===== src/hw/rtl/mesfs_pkg.sv =====
// Shared constants and types of the elementary stream frame splitter.
`timescale 1ns / 1ps
package mesfs_pkg;

  localparam int SmallVopLimit = 20;
  localparam int HoldDepth     = 24;
  localparam int CaptureDepth  = 20;
  localparam int LengthCap     = 63;
  localparam int VbvParamBits  = 79;
  localparam int QDepth        = 4;

  localparam int LenW  = $clog2(LengthCap + 1);
  localparam int HIdxW = $clog2(HoldDepth);
  localparam int CIdxW = $clog2(CaptureDepth);
  localparam int PosW  = $clog2(HoldDepth * 8 + 64);
  localparam int QIdxW = $clog2(QDepth);

  localparam logic [7:0] NoCode   = 8'hff;
  localparam logic [7:0] VosCode  = 8'hb0;
  localparam logic [7:0] GvopCode = 8'hb3;
  localparam logic [7:0] VopCode  = 8'hb6;
  localparam logic [7:0] VoLast   = 8'h1f;
  localparam logic [7:0] VolFirst = 8'h20;
  localparam logic [7:0] VolLast  = 8'h2f;

  localparam logic [1:0] PrefixSeen = 2'd3;

  typedef enum logic [1:0] {
    CmdNop,
    CmdData,
    CmdStart,
    CmdFinish
  } cmd_kind_e;

  typedef struct packed {
    cmd_kind_e   kind;
    logic [7:0]  data;
    logic [1:0]  zeros;
    logic        eod;
    logic [1:0]  eod_match;
  } cmd_t;

  typedef struct packed {
    logic [7:0] out_byte;
    logic       is_frame_end;
    logic       last;
  } result_t;

endpackage


===== src/hw/rtl/mesfs_cmd_queue.sv =====
// Short command queue between the prefix classifier and the unit engine.
`timescale 1ns / 1ps
module mesfs_cmd_queue (
  input  logic              clk_i,
  input  logic              rst_ni,
  input  logic              push_i,
  input  mesfs_pkg::cmd_t   data_i,
  output logic              full_o,
  input  logic              pop_i,
  output mesfs_pkg::cmd_t   data_o,
  output logic              empty_o
);
  import mesfs_pkg::*;

  cmd_t             mem_q [QDepth];
  logic [QIdxW-1:0] wptr_q, rptr_q;
  logic [QIdxW:0]   count_q;

  assign full_o  = (count_q == (QIdxW+1)'(QDepth));
  assign empty_o = (count_q == '0);
  assign data_o  = mem_q[rptr_q];

  always_ff @(posedge clk_i or negedge rst_ni) begin
    if (!rst_ni) begin
      wptr_q  <= '0;
      rptr_q  <= '0;
      count_q <= '0;
    end else begin
      if (push_i) wptr_q <= wptr_q + 1'b1;
      if (pop_i) rptr_q <= rptr_q + 1'b1;
      if (push_i && !pop_i) begin
        count_q <= count_q + 1'b1;
      end else if (pop_i && !push_i) begin
        count_q <= count_q - 1'b1;
      end
    end
  end

  always_ff @(posedge clk_i) begin
    if (push_i) mem_q[wptr_q] <= data_i;
  end

endmodule


===== src/hw/rtl/mesfs_res_queue.sv =====
// Result queue that presents finished result items to the receiver.
`timescale 1ns / 1ps
module mesfs_res_queue (
  input  logic                clk_i,
  input  logic                rst_ni,
  input  logic                push_i,
  input  mesfs_pkg::result_t  data_i,
  output logic                full_o,
  input  logic                pop_i,
  output mesfs_pkg::result_t  data_o,
  output logic                empty_o
);
  import mesfs_pkg::*;

  result_t          mem_q [QDepth];
  logic [QIdxW-1:0] wptr_q, rptr_q;
  logic [QIdxW:0]   count_q;
  logic             do_pop;

  assign full_o  = (count_q == (QIdxW+1)'(QDepth));
  assign empty_o = (count_q == '0);
  assign data_o  = mem_q[rptr_q];
  assign do_pop  = pop_i && !empty_o;

  always_ff @(posedge clk_i or negedge rst_ni) begin
    if (!rst_ni) begin
      wptr_q  <= '0;
      rptr_q  <= '0;
      count_q <= '0;
    end else begin
      if (push_i) wptr_q <= wptr_q + 1'b1;
      if (do_pop) rptr_q <= rptr_q + 1'b1;
      if (push_i && !do_pop) begin
        count_q <= count_q + 1'b1;
      end else if (do_pop && !push_i) begin
        count_q <= count_q - 1'b1;
      end
    end
  end

  always_ff @(posedge clk_i) begin
    if (push_i) mem_q[wptr_q] <= data_i;
  end

endmodule


===== src/hw/rtl/mesfs_front.sv =====
// Start code prefix tracker that turns each stream byte into one engine command.
`timescale 1ns / 1ps
module mesfs_front (
  input  logic             clk_i,
  input  logic             rst_ni,
  input  logic             accept_i,
  input  logic [7:0]       stream_byte_i,
  input  logic             end_of_data_i,
  output mesfs_pkg::cmd_t  cmd_o
);
  import mesfs_pkg::*;

  logic [1:0] match_q, match_d, match_n;
  cmd_t       cmd;

  always_comb begin
    cmd.kind      = CmdData;
    cmd.data      = stream_byte_i;
    cmd.zeros     = 2'd0;
    cmd.eod       = end_of_data_i;
    match_n       = 2'd0;
    if (match_q == PrefixSeen) begin
      cmd.kind = CmdStart;
    end else if (stream_byte_i == 8'h00) begin
      if (match_q < 2'd2) begin
        cmd.kind = CmdNop;
        match_n  = match_q + 2'd1;
      end else begin
        // A third zero commits the oldest pending one.
        match_n = 2'd2;
      end
    end else if (stream_byte_i == 8'h01 && match_q == 2'd2) begin
      cmd.kind = CmdFinish;
      match_n  = PrefixSeen;
    end else begin
      cmd.zeros = match_q;
    end
    cmd.eod_match = match_n;
    match_d = match_q;
    if (accept_i) match_d = end_of_data_i ? 2'd0 : match_n;
  end

  assign cmd_o = cmd;

  always_ff @(posedge clk_i or negedge rst_ni) begin
    if (!rst_ni) begin
      match_q <= 2'd0;
    end else begin
      match_q <= match_d;
    end
  end

endmodule


===== src/hw/rtl/mesfs_back.sv =====
// Unit engine: commits bytes, holds small VOP units, parses VOL headers, emits results.
`timescale 1ns / 1ps
module mesfs_back (
  input  logic                clk_i,
  input  logic                rst_ni,
  input  mesfs_pkg::cmd_t     cmd_i,
  input  logic                cmd_empty_i,
  output logic                cmd_pop_o,
  output mesfs_pkg::result_t  res_o,
  output logic                res_push_o,
  input  logic                res_full_i
);
  import mesfs_pkg::*;

  localparam logic [3:0] S_IDLE    = 4'd0;
  localparam logic [3:0] S_COMMIT  = 4'd1;
  localparam logic [3:0] S_FLUSH   = 4'd2;
  localparam logic [3:0] S_MARK    = 4'd3;
  localparam logic [3:0] S_HDR     = 4'd4;
  localparam logic [3:0] S_FIN     = 4'd5;
  localparam logic [3:0] S_VC      = 4'd6;
  localparam logic [3:0] S_VC2     = 4'd7;
  localparam logic [3:0] S_VOL     = 4'd8;
  localparam logic [3:0] S_FIN_END = 4'd9;
  localparam logic [3:0] S_TAIL    = 4'd10;
  localparam logic [3:0] S_EKEEP   = 4'd11;
  localparam logic [3:0] S_EMARK   = 4'd12;
  localparam logic [3:0] S_DONE    = 4'd13;

  localparam logic [2:0] VS_OID   = 3'd0;
  localparam logic [2:0] VS_VERID = 3'd1;
  localparam logic [2:0] VS_ARI   = 3'd2;
  localparam logic [2:0] VS_VCP   = 3'd3;
  localparam logic [2:0] VS_VBV   = 3'd4;
  localparam logic [2:0] VS_SHAPE = 3'd5;
  localparam logic [2:0] VS_RES   = 3'd6;

  logic [3:0]       st_q, st_d, fret_q, fret_d;
  cmd_t             cmd_q, cmd_d;
  logic             ph_q, ph_d;
  logic [1:0]       zcnt_q, zcnt_d, k_q, k_d;
  logic [HIdxW-1:0] fidx_q, fidx_d;
  logic [PosW-1:0]  pos_q, pos_d, skip;
  logic [15:0]      acc_q, acc_d, nacc, resm1;
  logic [4:0]       rcnt_q, rcnt_d, inc_q, inc_d, nbits;
  logic [2:0]       vstep_q, vstep_d;
  logic [3:0]       verid_q, verid_d;
  logic [7:0]       unit_q, unit_d, prev_q, prev_d, cx, code;
  logic [LenW-1:0]  len_q, len_d, cap_off;
  logic             fhb_q, fhb_d;
  logic [7:0]       hold_q [HoldDepth];
  logic [7:0]       hold_d [HoldDepth];
  logic [7:0]       cap_q [CaptureDepth];
  logic [7:0]       cap_d [CaptureDepth];
  result_t          stage_q, stage_d, emit_r;
  logic             stage_v_q, stage_v_d, emit_v, en;
  logic             holding, is_vol, do_commit, hbit, cbit, setc, after_vop;
  logic [3:0]       nxt;
  logic [PosW-4:0]  hb_byte;

  assign en       = !(stage_v_q && res_full_i);
  assign holding  = (unit_q == VopCode) && (int'(len_q) < SmallVopLimit);
  assign is_vol   = (unit_q >= VolFirst) && (unit_q <= VolLast);
  assign hb_byte  = pos_q[PosW-1:3];
  assign hbit     = (int'(hb_byte) < int'(len_q)) && (int'(hb_byte) < HoldDepth)
                    && hold_q[hb_byte[HIdxW-1:0]][~pos_q[2:0]];
  assign cbit     = (int'(hb_byte) < CaptureDepth) && cap_q[hb_byte[CIdxW-1:0]][~pos_q[2:0]];
  assign cap_off  = len_q - LenW'(4);
  assign code     = cmd_q.data;

  always_comb begin
    st_d = st_q;  fret_d = fret_q;  cmd_d = cmd_q;  ph_d = ph_q;
    zcnt_d = zcnt_q;  k_d = k_q;  fidx_d = fidx_q;  pos_d = pos_q;
    acc_d = acc_q;  rcnt_d = rcnt_q;  inc_d = inc_q;  vstep_d = vstep_q;
    verid_d = verid_q;  unit_d = unit_q;  prev_d = prev_q;  len_d = len_q;
    fhb_d = fhb_q;  hold_d = hold_q;  cap_d = cap_q;
    emit_v = 1'b0;  emit_r = '0;
    do_commit = 1'b0;  cx = 8'h00;  nxt = S_TAIL;  skip = '0;
    nacc = {acc_q[14:0], cbit};  resm1 = nacc - 16'd1;  nbits = 5'd0;
    setc = (code == VosCode) || (code == GvopCode) || (code == VopCode) || (code <= VoLast);
    after_vop = (prev_q == VopCode) || ((prev_q == NoCode) && (code == VopCode));
    for (int i = 0; i < 16; i++) begin
      if (resm1[i]) nbits = 5'(i + 1);
    end

    case (st_q)
      S_IDLE: begin
        if (!cmd_empty_i) begin
          cmd_d  = cmd_i;
          ph_d   = 1'b0;
          zcnt_d = cmd_i.zeros;
          case (cmd_i.kind)
            CmdNop:    st_d = S_TAIL;
            CmdData:   st_d = S_COMMIT;
            CmdStart:  st_d = S_MARK;
            CmdFinish: st_d = S_FIN;
            default:   st_d = S_TAIL;
          endcase
        end
      end
      S_COMMIT: begin
        if (zcnt_q != 2'd0) begin
          do_commit = 1'b1;
          zcnt_d    = zcnt_q - 2'd1;
          nxt       = S_COMMIT;
        end else if (!ph_q) begin
          do_commit = 1'b1;
          cx        = cmd_q.data;
          nxt       = S_TAIL;
        end else begin
          st_d = S_FIN;
        end
        if (do_commit) begin
          if (holding) begin
            if (int'(len_q) < HoldDepth) hold_d[len_q[HIdxW-1:0]] = cx;
            len_d = len_q + 1'b1;
            if (int'(len_q) + 1 >= SmallVopLimit) begin
              st_d   = S_FLUSH;
              fidx_d = '0;
              fret_d = nxt;
            end else begin
              st_d = nxt;
            end
          end else begin
            if (is_vol && int'(len_q) >= 4 && int'(cap_off) < CaptureDepth) begin
              cap_d[cap_off[CIdxW-1:0]] = cx;
            end
            emit_v = 1'b1;
            emit_r.out_byte = cx;
            fhb_d = 1'b1;
            if (int'(len_q) < LengthCap) len_d = len_q + 1'b1;
            st_d = nxt;
          end
        end
      end
      S_FLUSH: begin
        emit_v = 1'b1;
        emit_r.out_byte = hold_q[fidx_q];
        fhb_d = 1'b1;
        if ((int'(fidx_q) + 1 >= int'(len_q)) || (int'(fidx_q) + 1 >= HoldDepth)) begin
          st_d = fret_q;
        end else begin
          fidx_d = fidx_q + 1'b1;
        end
      end
      S_MARK: begin
        if (fhb_q && setc && after_vop) begin
          emit_v = 1'b1;
          emit_r.is_frame_end = 1'b1;
          fhb_d = 1'b0;
        end
        unit_d = code;
        len_d  = LenW'(4);
        if (code >= VolFirst && code <= VolLast) begin
          for (int i = 0; i < CaptureDepth; i++) cap_d[i] = 8'h00;
        end
        if (code == VopCode) begin
          // A new VOP unit is always short at this point, so the header is held.
          hold_d[0] = 8'h00;
          hold_d[1] = 8'h00;
          hold_d[2] = 8'h01;
          hold_d[3] = code;
          st_d = S_TAIL;
        end else begin
          k_d  = 2'd0;
          st_d = S_HDR;
        end
      end
      S_HDR: begin
        emit_v = 1'b1;
        case (k_q)
          2'd0, 2'd1: emit_r.out_byte = 8'h00;
          2'd2:       emit_r.out_byte = 8'h01;
          default:    emit_r.out_byte = code;
        endcase
        fhb_d = 1'b1;
        k_d   = k_q + 2'd1;
        if (k_q == 2'd3) st_d = S_TAIL;
      end
      S_FIN: begin
        if (holding) begin
          pos_d = PosW'(34);
          st_d  = S_VC;
        end else if (is_vol) begin
          pos_d   = PosW'(9);
          vstep_d = VS_OID;
          rcnt_d  = 5'd1;
          verid_d = 4'd1;
          st_d    = S_VOL;
        end else begin
          st_d = S_FIN_END;
        end
      end
      S_VC: begin
        // Skip the modulo time base ones, then the marker, increment and marker bits.
        if (hbit) begin
          pos_d = pos_q + 1'b1;
        end else begin
          pos_d = pos_q + PosW'(3) + PosW'(inc_q);
          st_d  = S_VC2;
        end
      end
      S_VC2: begin
        if (hbit) begin
          st_d   = S_FLUSH;
          fidx_d = '0;
          fret_d = S_FIN_END;
        end else begin
          st_d = S_FIN_END;
        end
      end
      S_VOL: begin
        acc_d = nacc;
        if (rcnt_q != 5'd1) begin
          rcnt_d = rcnt_q - 5'd1;
        end else begin
          case (vstep_q)
            VS_OID: begin
              rcnt_d  = 5'd4;
              vstep_d = nacc[0] ? VS_VERID : VS_ARI;
            end
            VS_VERID: begin
              verid_d = nacc[3:0];
              skip    = PosW'(3);
              rcnt_d  = 5'd4;
              vstep_d = VS_ARI;
            end
            VS_ARI: begin
              if (nacc[3:0] == 4'hf) skip = PosW'(16);
              rcnt_d  = 5'd1;
              vstep_d = VS_VCP;
            end
            VS_VCP: begin
              if (nacc[0]) begin
                skip    = PosW'(3);
                rcnt_d  = 5'd1;
                vstep_d = VS_VBV;
              end else begin
                rcnt_d  = 5'd2;
                vstep_d = VS_SHAPE;
              end
            end
            VS_VBV: begin
              if (nacc[0]) skip = PosW'(VbvParamBits);
              rcnt_d  = 5'd2;
              vstep_d = VS_SHAPE;
            end
            VS_SHAPE: begin
              // Marker bit, plus the grayscale extension bits of later versions.
              skip = (nacc[1:0] == 2'd3 && verid_q != 4'd1) ? PosW'(5) : PosW'(1);
              rcnt_d  = 5'd16;
              vstep_d = VS_RES;
            end
            default: begin
              inc_d = (nbits == 5'd0) ? 5'd1 : nbits;
              st_d  = S_FIN_END;
            end
          endcase
        end
        pos_d = pos_q + PosW'(1) + skip;
      end
      S_FIN_END: begin
        if (!ph_q) begin
          prev_d = unit_q;
          unit_d = NoCode;
          len_d  = '0;
          st_d   = S_TAIL;
        end else begin
          st_d = S_EMARK;
        end
      end
      S_TAIL: begin
        if (!cmd_q.eod) begin
          st_d = S_DONE;
        end else begin
          ph_d = 1'b1;
          if (cmd_q.eod_match == PrefixSeen) begin
            k_d  = 2'd0;
            st_d = S_EKEEP;
          end else begin
            zcnt_d = cmd_q.eod_match;
            st_d   = S_COMMIT;
          end
        end
      end
      S_EKEEP: begin
        emit_v = 1'b1;
        emit_r.out_byte = (k_q == 2'd2) ? 8'h01 : 8'h00;
        fhb_d = 1'b1;
        k_d   = k_q + 2'd1;
        if (k_q == 2'd2) st_d = S_EMARK;
      end
      S_EMARK: begin
        if (fhb_q) begin
          emit_v = 1'b1;
          emit_r.is_frame_end = 1'b1;
        end
        unit_d = NoCode;
        prev_d = NoCode;
        len_d  = '0;
        fhb_d  = 1'b0;
        st_d   = S_DONE;
      end
      S_DONE: begin
        st_d = S_IDLE;
      end
      default: begin
        st_d = S_IDLE;
      end
    endcase

    // The newest result waits in the stage until it is known whether it is the last.
    stage_d   = stage_q;
    stage_v_d = stage_v_q;
    if (emit_v) begin
      stage_d   = emit_r;
      stage_v_d = 1'b1;
    end
    if (st_q == S_DONE) stage_v_d = 1'b0;
  end

  assign cmd_pop_o  = en && (st_q == S_IDLE) && !cmd_empty_i;
  assign res_push_o = en && stage_v_q && (emit_v || (st_q == S_DONE));
  always_comb begin
    res_o      = stage_q;
    res_o.last = (st_q == S_DONE);
  end

  always_ff @(posedge clk_i or negedge rst_ni) begin
    if (!rst_ni) begin
      st_q      <= S_IDLE;
      fret_q    <= S_IDLE;
      ph_q      <= 1'b0;
      zcnt_q    <= 2'd0;
      k_q       <= 2'd0;
      fidx_q    <= '0;
      pos_q     <= '0;
      rcnt_q    <= 5'd0;
      vstep_q   <= VS_OID;
      verid_q   <= 4'd1;
      unit_q    <= NoCode;
      prev_q    <= NoCode;
      len_q     <= '0;
      fhb_q     <= 1'b0;
      inc_q     <= 5'd0;
      stage_v_q <= 1'b0;
    end else if (en) begin
      st_q      <= st_d;
      fret_q    <= fret_d;
      ph_q      <= ph_d;
      zcnt_q    <= zcnt_d;
      k_q       <= k_d;
      fidx_q    <= fidx_d;
      pos_q     <= pos_d;
      rcnt_q    <= rcnt_d;
      vstep_q   <= vstep_d;
      verid_q   <= verid_d;
      unit_q    <= unit_d;
      prev_q    <= prev_d;
      len_q     <= len_d;
      fhb_q     <= fhb_d;
      inc_q     <= inc_d;
      stage_v_q <= stage_v_d;
    end
  end

  always_ff @(posedge clk_i) begin
    if (en) begin
      cmd_q   <= cmd_d;
      acc_q   <= acc_d;
      hold_q  <= hold_d;
      cap_q   <= cap_d;
      stage_q <= stage_d;
    end
  end

  a_push_not_full: assert property (@(posedge clk_i) disable iff (!rst_ni)
    res_push_o |-> !res_full_i)
    else $error("result transfer into a full queue");

  a_idle_stage_empty: assert property (@(posedge clk_i) disable iff (!rst_ni)
    (st_q == S_IDLE) |-> !stage_v_q)
    else $error("result left in the stage between input items");

  a_pop_starts_work: assert property (@(posedge clk_i) disable iff (!rst_ni)
    cmd_pop_o |=> (st_q != S_IDLE))
    else $error("command taken but engine stayed idle");

endmodule


===== src/hw/rtl/mpeg4_es_frame_splitter.sv =====
// Top level of the MPEG-4 Part 2 elementary stream frame splitter.
//
// Input channel: a stream byte with its end_of_data flag is transferred on a
// rising edge with push high and full low. Result channel: while empty is low
// the oldest result (kept byte or frame-end marker, with last on the final
// result of its input byte) is on the outputs; it is transferred on a rising
// edge with pop high. A prefix classifier turns every byte into a command for
// a four-entry queue; the unit engine runs the commands and feeds a
// four-entry result queue.
// The single engine works through one command at a time in a series of
// states, while the command queue takes in further bytes: it commits pending
// zeros and the byte, flushes a held small VOP unit byte by byte, scans held
// bits for the vop_coded check, and parses the VOL header at the end of a VOL
// unit. The first result of a byte passes the command queue, the engine and
// its result stage before it reaches the result queue.
// Reset empties both queues and returns the stream state to no open unit.
// When the receiver stops popping, the result queue fills, the engine stalls,
// and full rises once the command queue is full; nothing is dropped.
`timescale 1ns / 1ps
module mpeg4_es_frame_splitter (
  input  logic       clk_i,
  input  logic       rst_ni,
  input  logic       push,
  output logic       full,
  input  logic [7:0] stream_byte_i,
  input  logic       end_of_data_i,
  output logic       empty,
  input  logic       pop,
  output logic [7:0] out_byte_o,
  output logic       is_frame_end_o,
  output logic       last_o
);
  import mesfs_pkg::*;

  cmd_t    cmd_in, cmd_out;
  logic    accept, cmd_pop, cmd_empty, res_push, res_full;
  result_t res_in, res_out;

  assign accept = push && !full;

  mesfs_front u_front (
    .clk_i         (clk_i),
    .rst_ni        (rst_ni),
    .accept_i      (accept),
    .stream_byte_i (stream_byte_i),
    .end_of_data_i (end_of_data_i),
    .cmd_o         (cmd_in)
  );

  mesfs_cmd_queue u_cmd_queue (
    .clk_i   (clk_i),
    .rst_ni  (rst_ni),
    .push_i  (accept),
    .data_i  (cmd_in),
    .full_o  (full),
    .pop_i   (cmd_pop),
    .data_o  (cmd_out),
    .empty_o (cmd_empty)
  );

  mesfs_back u_back (
    .clk_i       (clk_i),
    .rst_ni      (rst_ni),
    .cmd_i       (cmd_out),
    .cmd_empty_i (cmd_empty),
    .cmd_pop_o   (cmd_pop),
    .res_o       (res_in),
    .res_push_o  (res_push),
    .res_full_i  (res_full)
  );

  mesfs_res_queue u_res_queue (
    .clk_i   (clk_i),
    .rst_ni  (rst_ni),
    .push_i  (res_push),
    .data_i  (res_in),
    .full_o  (res_full),
    .pop_i   (pop),
    .data_o  (res_out),
    .empty_o (empty)
  );

  assign out_byte_o     = res_out.out_byte;
  assign is_frame_end_o = res_out.is_frame_end;
  assign last_o         = res_out.last;

endmodule


===== config.mk =====
export PLATFORM = sky130hd
export DESIGN_NAME = mpeg4_es_frame_splitter
export DESIGN_NICKNAME = d
export VERILOG_FILES = /design/src/hw/rtl/mesfs_pkg.sv /design/src/hw/rtl/mesfs_cmd_queue.sv /design/src/hw/rtl/mesfs_res_queue.sv /design/src/hw/rtl/mesfs_front.sv /design/src/hw/rtl/mesfs_back.sv /design/src/hw/rtl/mpeg4_es_frame_splitter.sv
export SDC_FILE = /design/constraint.sdc
export NUM_CORES = 1
export LEC_CHECK = 0
export ABC_AREA = 1
export ABC_CLOCK_PERIOD_IN_PS = 44800
export BUFFER_PORTS_ARGS = -buffer_cell sky130_fd_sc_hd__buf_2
export CAP_MARGIN = 20
export CORE_UTILIZATION = 50
export CTS_CLUSTER_DIAMETER = 200
export DETAILED_ROUTE_END_ITERATION = 6
export PLACE_DENSITY = 0.65
export SLEW_MARGIN = 30
export SYNTH_ARGS = -nofsm -noshare
export SYNTH_HDL_FRONTEND = slang
export SYNTH_HIERARCHICAL = 1
export SYNTH_SLANG_ARGS = --single-unit

===== constraint.sdc =====
create_clock -name clk_i -period 44.8 [get_ports clk_i]
set_clock_uncertainty 0.15 [all_clocks]
set_input_delay 4.48 -clock clk_i [delete_from_list [all_inputs] [get_ports clk_i]]
set_output_delay 4.48 -clock clk_i [all_outputs]
set_load 0.1 [all_outputs]

After elaboration in Yosys (flattened, before gate mapping)
Memory sizes are Yosys's and may differ from the RTL's.
Cells that the tools add are included.
Widths: inputs -> output; s select.
{"block": "word_totals", "inputBits": 13, "mem_count": 2, "output_inout_bits": 12, "regBits": 470, "word_cells": 466, "mem_bits_rw": 100}
{"block": "op_classes", "add_sub_neg": 22, "n_mux": 172, "n_reduce_logical": 91, "magnitude_cmp": 24, "eq_ne": 73, "bitwise": 9}
{"name": "u_cmd_queue.mem_q", "words": 4, "word_bits": 15, "read_ports": 1, "rd_ports_with_merged_regs": 0, "write_ports": 1, "line_no": "mesfs_cmd_queue.sv:15", "source": "cmd_t mem_q [QDepth];"}
{"name": "u_res_queue.mem_q", "words": 4, "word_bits": 10, "read_ports": 1, "rd_ports_with_merged_regs": 0, "write_ports": 1, "line_no": "mesfs_res_queue.sv:15", "source": "result_t mem_q [QDepth];"}
{"operator": "$mux 160", "count": 4}
{"operator": "$mux 192", "count": 3}
{"operator": "$pmux 160 s2", "count": 1}
{"operator": "$bwmux 192", "count": 1}
{"operator": "$bwmux 160", "count": 1}
{"operator": "$mux 8", "count": 20}
{"operator": "$mux 5", "count": 25}
{"operator": "$bmux 8 s5", "count": 3}
{"operator": "$mux 4", "count": 26}
{"operator": "$demux 8 s5", "count": 2}
{"operator": "$ge 32x6->1 const B", "count": 2}
{"operator": "$pmux 32 s2", "count": 1}
{"operator": "$pmux 4 s13", "count": 1}
{"operator": "$eq 8x8->1 const B", "count": 6}
{"operator": "$pmux 8 s3", "count": 2}
{"operator": "$mux 2", "count": 21}
{"operator": "$pmux 8 s5", "count": 1}
{"operator": "$reduce_and 6->1", "count": 6}
{"operator": "$ge 32x7->1", "count": 1}
{"operator": "$mux 32", "count": 1}
{"operator": "$ne 2x1->1 const B", "count": 16}
{"operator": "$pmux 8 s2", "count": 2}
{"operator": "$pmux 8 s4", "count": 1}
{"operator": "$eq 4x4->1 const B", "count": 7}
{"operator": "other kinds (82)", "count": 237}

Logic depth before layout (Yosys ltp)
{"block": "depth", "depth_word": 26, "mapped_depth": 32, "mapped_depth_nobuf": 30}

By module
The synthesis kept the hierarchy.
{"mod": "mesfs_back", "area_per_inst_um2": 25613.3, "instances": 1, "seq_area_each_um2": 13294.0, "cells_each": 2985}
{"mod": "mesfs_cmd_queue", "area_per_inst_um2": 2857.7, "instances": 1, "seq_area_each_um2": 1976.9, "cells_each": 223}
{"mod": "mesfs_res_queue", "area_per_inst_um2": 2038.2, "instances": 1, "seq_area_each_um2": 1376.3, "cells_each": 173}
{"mod": "mesfs_front", "area_per_inst_um2": 325.3, "instances": 1, "seq_area_each_um2": 50.0, "cells_each": 51}
{"mod": "mpeg4_es_frame_splitter", "area_per_inst_um2": 10.0, "instances": 1, "seq_area_each_um2": 0.0, "cells_each": 2}

Worst setup path after synthesis
Ideal clock, no wire load.
{"block": "synth_path", "path_kind": "reg-to-reg", "from": "register u_back.len_q[2]", "to": "register u_back/cap_q[0] in the netlist's numbering, enable pin", "period_less_slack_ns": 27.889, "setup_slack_ns": 16.911, "setup_time_ns": 1.527, "t_arrival_ns": 26.212, "n_path_buf": 1, "t_required_ns": 43.123, "stages_incl_launch_ff": 9, "path_cell_list": "dfrtp_1 clkbuf_1 inv_1 ha_1 nor2_1 nor3_1 nand3_1 o211ai_1 a2111oi_0"}
{"block": "synth_between", "elab_chain_len": 5}
{"element": "start, declared", "line_no": "mesfs_back.sv:49", "source": "logic [LenW-1:0] len_q, len_d, cap_off;"}
{"element": "start signal, assigned", "line_no": "mesfs_back.sv:360", "source": "len_q <= len_d;"}
{"element": "$sub 6x3->6 or $ge 6x3->1 (tied branches)", "line_no": "mesfs_back.sv:68, mesfs_back.sv:125"}
{"element": "$lt 6x5->1 or $logic_and 1x1->1 (tied branches)", "line_no": "mesfs_back.sv:125", "source": "if (is_vol && int'(len_q) >= 4 && int'(cap_off) < CaptureDepth) begin"}
{"element": "$logic_and 1x1->1", "line_no": "mesfs_back.sv:125"}
{"element": "$ne 2x1->1 (no source line)"}
{"element": "$reduce_and 6->1 (no source line) *"}
{"element": "end signal, assigned", "line_no": "mesfs_back.sv:372", "source": "cap_q <= cap_d;"}
{"element": "end, declared", "line_no": "mesfs_back.sv:53", "source": "logic [7:0] cap_q [CaptureDepth];"}
Mark *: on every way between the ends. The rest lies on a longest branch, timed or not.
A chain may end at the register's enable or synchronous reset.

Worst setup path after layout
{"block": "layout_path", "from": "register u_res_queue.rptr_q[1]", "to": "output is_frame_end_o"}
{"block": "layout_between", "elab_chain_len": 1}
{"element": "start, declared", "line_no": "mesfs_res_queue.sv:16", "source": "logic [QIdxW-1:0] wptr_q, rptr_q;"}
{"element": "start signal, assigned", "line_no": "mesfs_res_queue.sv:32", "source": "if (do_pop) rptr_q <= rptr_q + 1'b1;"}
{"element": "$mem_v2 4x10"}
{"element": "end, declared", "line_no": "mpeg4_es_frame_splitter.sv:30", "source": "output logic is_frame_end_o,"}
No other way between the ends.

==> run summary <==
The library cells used most frequently in the layout, excluding fill and tap cells, are sky130_fd_sc_hd__edfxtp_1 (487), sky130_fd_sc_hd__nand2_1 (486), sky130_fd_sc_hd__inv_1 (436). The capture instance of the worst register-to-register path is u_back/pos_q[7]. The post-synth design cell area came out at about 30000 um2. The max-slew violation count came to 0.

Max-cap violations in this run came to 0. Of the available clock period, the critical path in the final layout requires 0.154. The required time of the critical path came out at about 40 ns.

The most used flip-flop cell after synthesis is sky130_fd_sc_hd__edfxtp_1. STA classifies the critical path endpoint as an output pin. The effective utilization at floorplan is 0.508. Once the clock tree was built, the setup fixing pass inserted 0 buffers. The worst register-to-register path begins at u_back/pos_q[3]. The die covers 62700 um2. The end point of the most critical hold path is u_back/inc_q[1]. The commonest non-fill, non-tap cell in the layout is sky130_fd_sc_hd__edfxtp_1. Global routing finished with a remaining overflow of 0. The post-CTS clock slew at the launch and capture registers of the worst setup and hold paths is 0.06 ns. The amount of wire on met2 after detailed routing came out at 39200 um. The number of buffers inserted for hold repair after clock tree synthesis is 0. The max-slew headroom at the worst pin came out at 0.275.

The detailed router put a total of 35600 um of wire on met1. The number of synthesized flops with an enable pin came out at just under 500. The placeable core region came out at about 60000 um2. The count of vias placed by the detailed router is about 25000. The final layout contains roughly 3400 nets. The floorplan has 90 rows. The number of inserted diodes is 0. Routed signal wires occupy layers up through met4.

The number of global-route vias before repair came out at about 23000. The floorplan die height came out at ~250 um. During I/O placement, the number of pins put on the boundary was 25. The number of antenna violations at the first check in global routing came out at 0. The analysis attributes to cell leakage a power of around 13 nW. The synthesized netlist net count came out at around 3500. The cell count after synthesis came out at about 3400. The worst hold path cell count came out at 2. The post-cts resize count is 0. The worst hold margin came out at 0.333 ns. The core occupancy in the finished layout is 0.547. The path class of the tightest hold or removal check is reg -> reg. The sequential cell area fraction in the yosys report came out at 0.541. The global router's overall resource usage is 0.266. The fraction of synthesis flops using an asynchronous set or reset pin came out at 0.144. In this run the remaining antenna-violating nets after routing total 0. For flop-to-flop paths, the worst setup slack is a little under 40 ns.

The pre-antenna-repair detailed-routing pass consisted of 6 iterations. The distinct cell type count of the synthesized netlist is 63. For the final routed database, the setup TNS stands at 0 ns. The fraction of layout instances using a drive strength above 1 came out at 0.0676. The final number of hold-violating endpoints was 0.

The routed length per instance is 20.3 um. The CTS tree is yes. The deepest clock path buffer count came out at 3. Setup repair after global routing left no endpoint under its margin. The flip-flop and latch count after synthesis is approximately 570.

After detailed routing, the total wire length is 84900 um. The worst IR drop on VDD is about 46 uV. The master cell of the clock root buffer is sky130_fd_sc_hd__clkbuf_16. Entering global routing, the biggest net connects about 160 pins. The transition time at the pin with the least slew margin is roughly 1.1 ns. For this run, design rule violations remaining after detail routing come to 0. The number of cells on the worst reg-to-reg path is 28. In this run the most critical hold path is launched from u_back/inc_q[1].

The CTS H-tree depth is 2. The mean instance size in the synthesized netlist is approximately 9.0 um2. In the final layout, the multi-input gates occupy 11400 um2.

The count of warnings emitted by yosys is 6. The run finished with clean final reports. Relative to the synthesized area, the layout overhead comes to 7.67%.

The number of clock buffers inserted by TritonCTS is 61. The final critical delay including setup and external delays is 6.88 ns. The final critical-path setup slack came out at roughly 38 ns. The die width came out at 250 um. The number of buffer cells added on primary ports is 24.

The wire-length estimate of the detail-placed layout is ~53000 um. The routability congestion estimate from global placement came out at just under 1. The wire length of the first global-routing pass is between 100000 and 150000 um. Of all nets on the critical path, the largest fanout is 12. The post-detailed-route via-to-cell ratio is about 5.9. The worst-skew pair later-pin latency came out at about 0.64 ns.

The worst setup slack after placement came out at approximately 39 ns. The maximum achievable frequency is between 0.1 and 0.15 GHz. The worst setup path is of the reg -> out kind. The clock drives around 570 sinks.

After filler insertion, the fill cell instance count of the layout stands at 5303. The power per cell area came out at 73.1 nW/um2. After detailed routing, the met3 layer carries just under 7000 um of wire.

The setup-violating endpoint count in the final report came out at 0. The register cell area after layout is approximately 17000 um2. The arrival time at the worst endpoint came out at between 2 and 2.5 ns. The worst setup path is launched from a flop. The number of DRC markers after the initial detailed-route iteration is about 3000.
-- layout make-up --
type | count | share of cell area
inverter | 453 | 0.0514
tap | 782 | 0.0295
timing repair buffer | 52 | 0.0106
clock inverter | 29 | 0.00976
clock buffer | 85 | 0.0518
multi-input combinational | 2201 | 0.344
sequential | 569 | 0.503
-- cells in the mapped netlist, drive strengths merged, types with 3 or more instances --
master,count,area share
o221ai,5,0.0014
clkbuf,113,0.014
fa,4,0.0026
nand3b,3,0.00073
inv,447,0.055
buf,98,0.022
nor4,13,0.0026
o22ai,8,0.0016
nor2,302,0.038
nand2,494,0.061
edfxtp,487,0.47
o211ai,127,0.032
clkinv,6,0.00073
a21oi,367,0.060
a31oi,14,0.0033
nand3,243,0.040
dfstp,17,0.014
a22oi,4,0.00097
xor2,21,0.0060
ha,55,0.022
o21ai,455,0.074
xnor2,7,0.0020
nor3,23,0.0045
a2111oi,6,0.0017
dfrtp,65,0.053
nand4,12,0.0024
o211a,8,0.0026
or2,5,0.0010
o21a,4,0.00097
a32oi,4,0.0011
-- cells by family (layout without fill, tap and decap cells) --
logic type	after synthesis	count (layout)	synth area share
compound gates	1016	1016	0.183
fa+ha+maj	59	59	0.0249
simple gates	1098	1098	0.151
buf+inv	664	619	0.0919
flops	569	569	0.541
xor+xnor	28	28	0.00795
-- layer usage --
| metal | global-route usage | vias to the layer above |
|---|---|---|
| met5 | 0 | - |
| met4 | 0.103 | 0 |
| met3 | 0.0391 | 183 |
| met2 | 0.429 | 1129 |
| met1 | 0.365 | 11700 |
| li1 | - | 11600 |
-- flip-flops by register name, summed over array words and instances (netlist names), 6 cells and up --
signal	cells
u_back/len_q	6
u_back/code	8
u_back/cap_q	160
u_back/hold_q	192
u_cmd_queue/mem_q	60
u_res_queue/mem_q	40
u_back/res_o	9
u_back/prev_q	8
u_back/unit_q	8
u_back/pos_q	8
u_back/acc_q	15
-- stage by stage --
stage	cell area, um2	power [mW]	std cells
5_1_grt	33200	2.57	4171
6_report	33200	2.43	4171
3_5_place_dp	31100	1.90	4057
2_1_floorplan	30800	1.62	3434
3_3_place_gp	31100	1.87	4057
4_1_cts	33200	2.42	4171
-- how the worst max path moves through the flow --
stage / startpoint / end / slack, ns / depth (start not counted)
6_report: u_res_queue/rptr_q[1] / is_frame_end_o / 37.92 / 4
2_1_floorplan: u_back/len_q[2] / u_back/cap_q[0] / 16.91 / 8
5_1_grt: u_res_queue/rptr_q[1] / last_o / 37.79 / 4
3_3_place_gp: u_res_queue/rptr_q[1] / is_frame_end_o / 38.59 / 4
4_1_cts: u_res_queue/rptr_q[1] / is_frame_end_o / 37.89 / 4
3_5_place_dp: u_res_queue/rptr_q[1] / is_frame_end_o / 38.55 / 4
-- critical path, stage by stage, from the launching register on --
cell and delay (ns):
sky130_fd_sc_hd__dfrtp_1 0.54, sky130_fd_sc_hd__inv_1 0.41, sky130_fd_sc_hd__o211ai_1 0.16, sky130_fd_sc_hd__nand2_1 0.09, sky130_fd_sc_hd__buf_2 0.43
-- power by group --
| group | internal [mW] | switching, mW | leakage, nW |
|---|---|---|---|
| clock | 0.306 | 0.210 | 0.982 |
| combinational | 0.277 | 0.748 | 6.71 |
| sequential | 0.775 | 0.112 | 5.50 |
No activity file was read; power rests on OpenSTA's default activity.
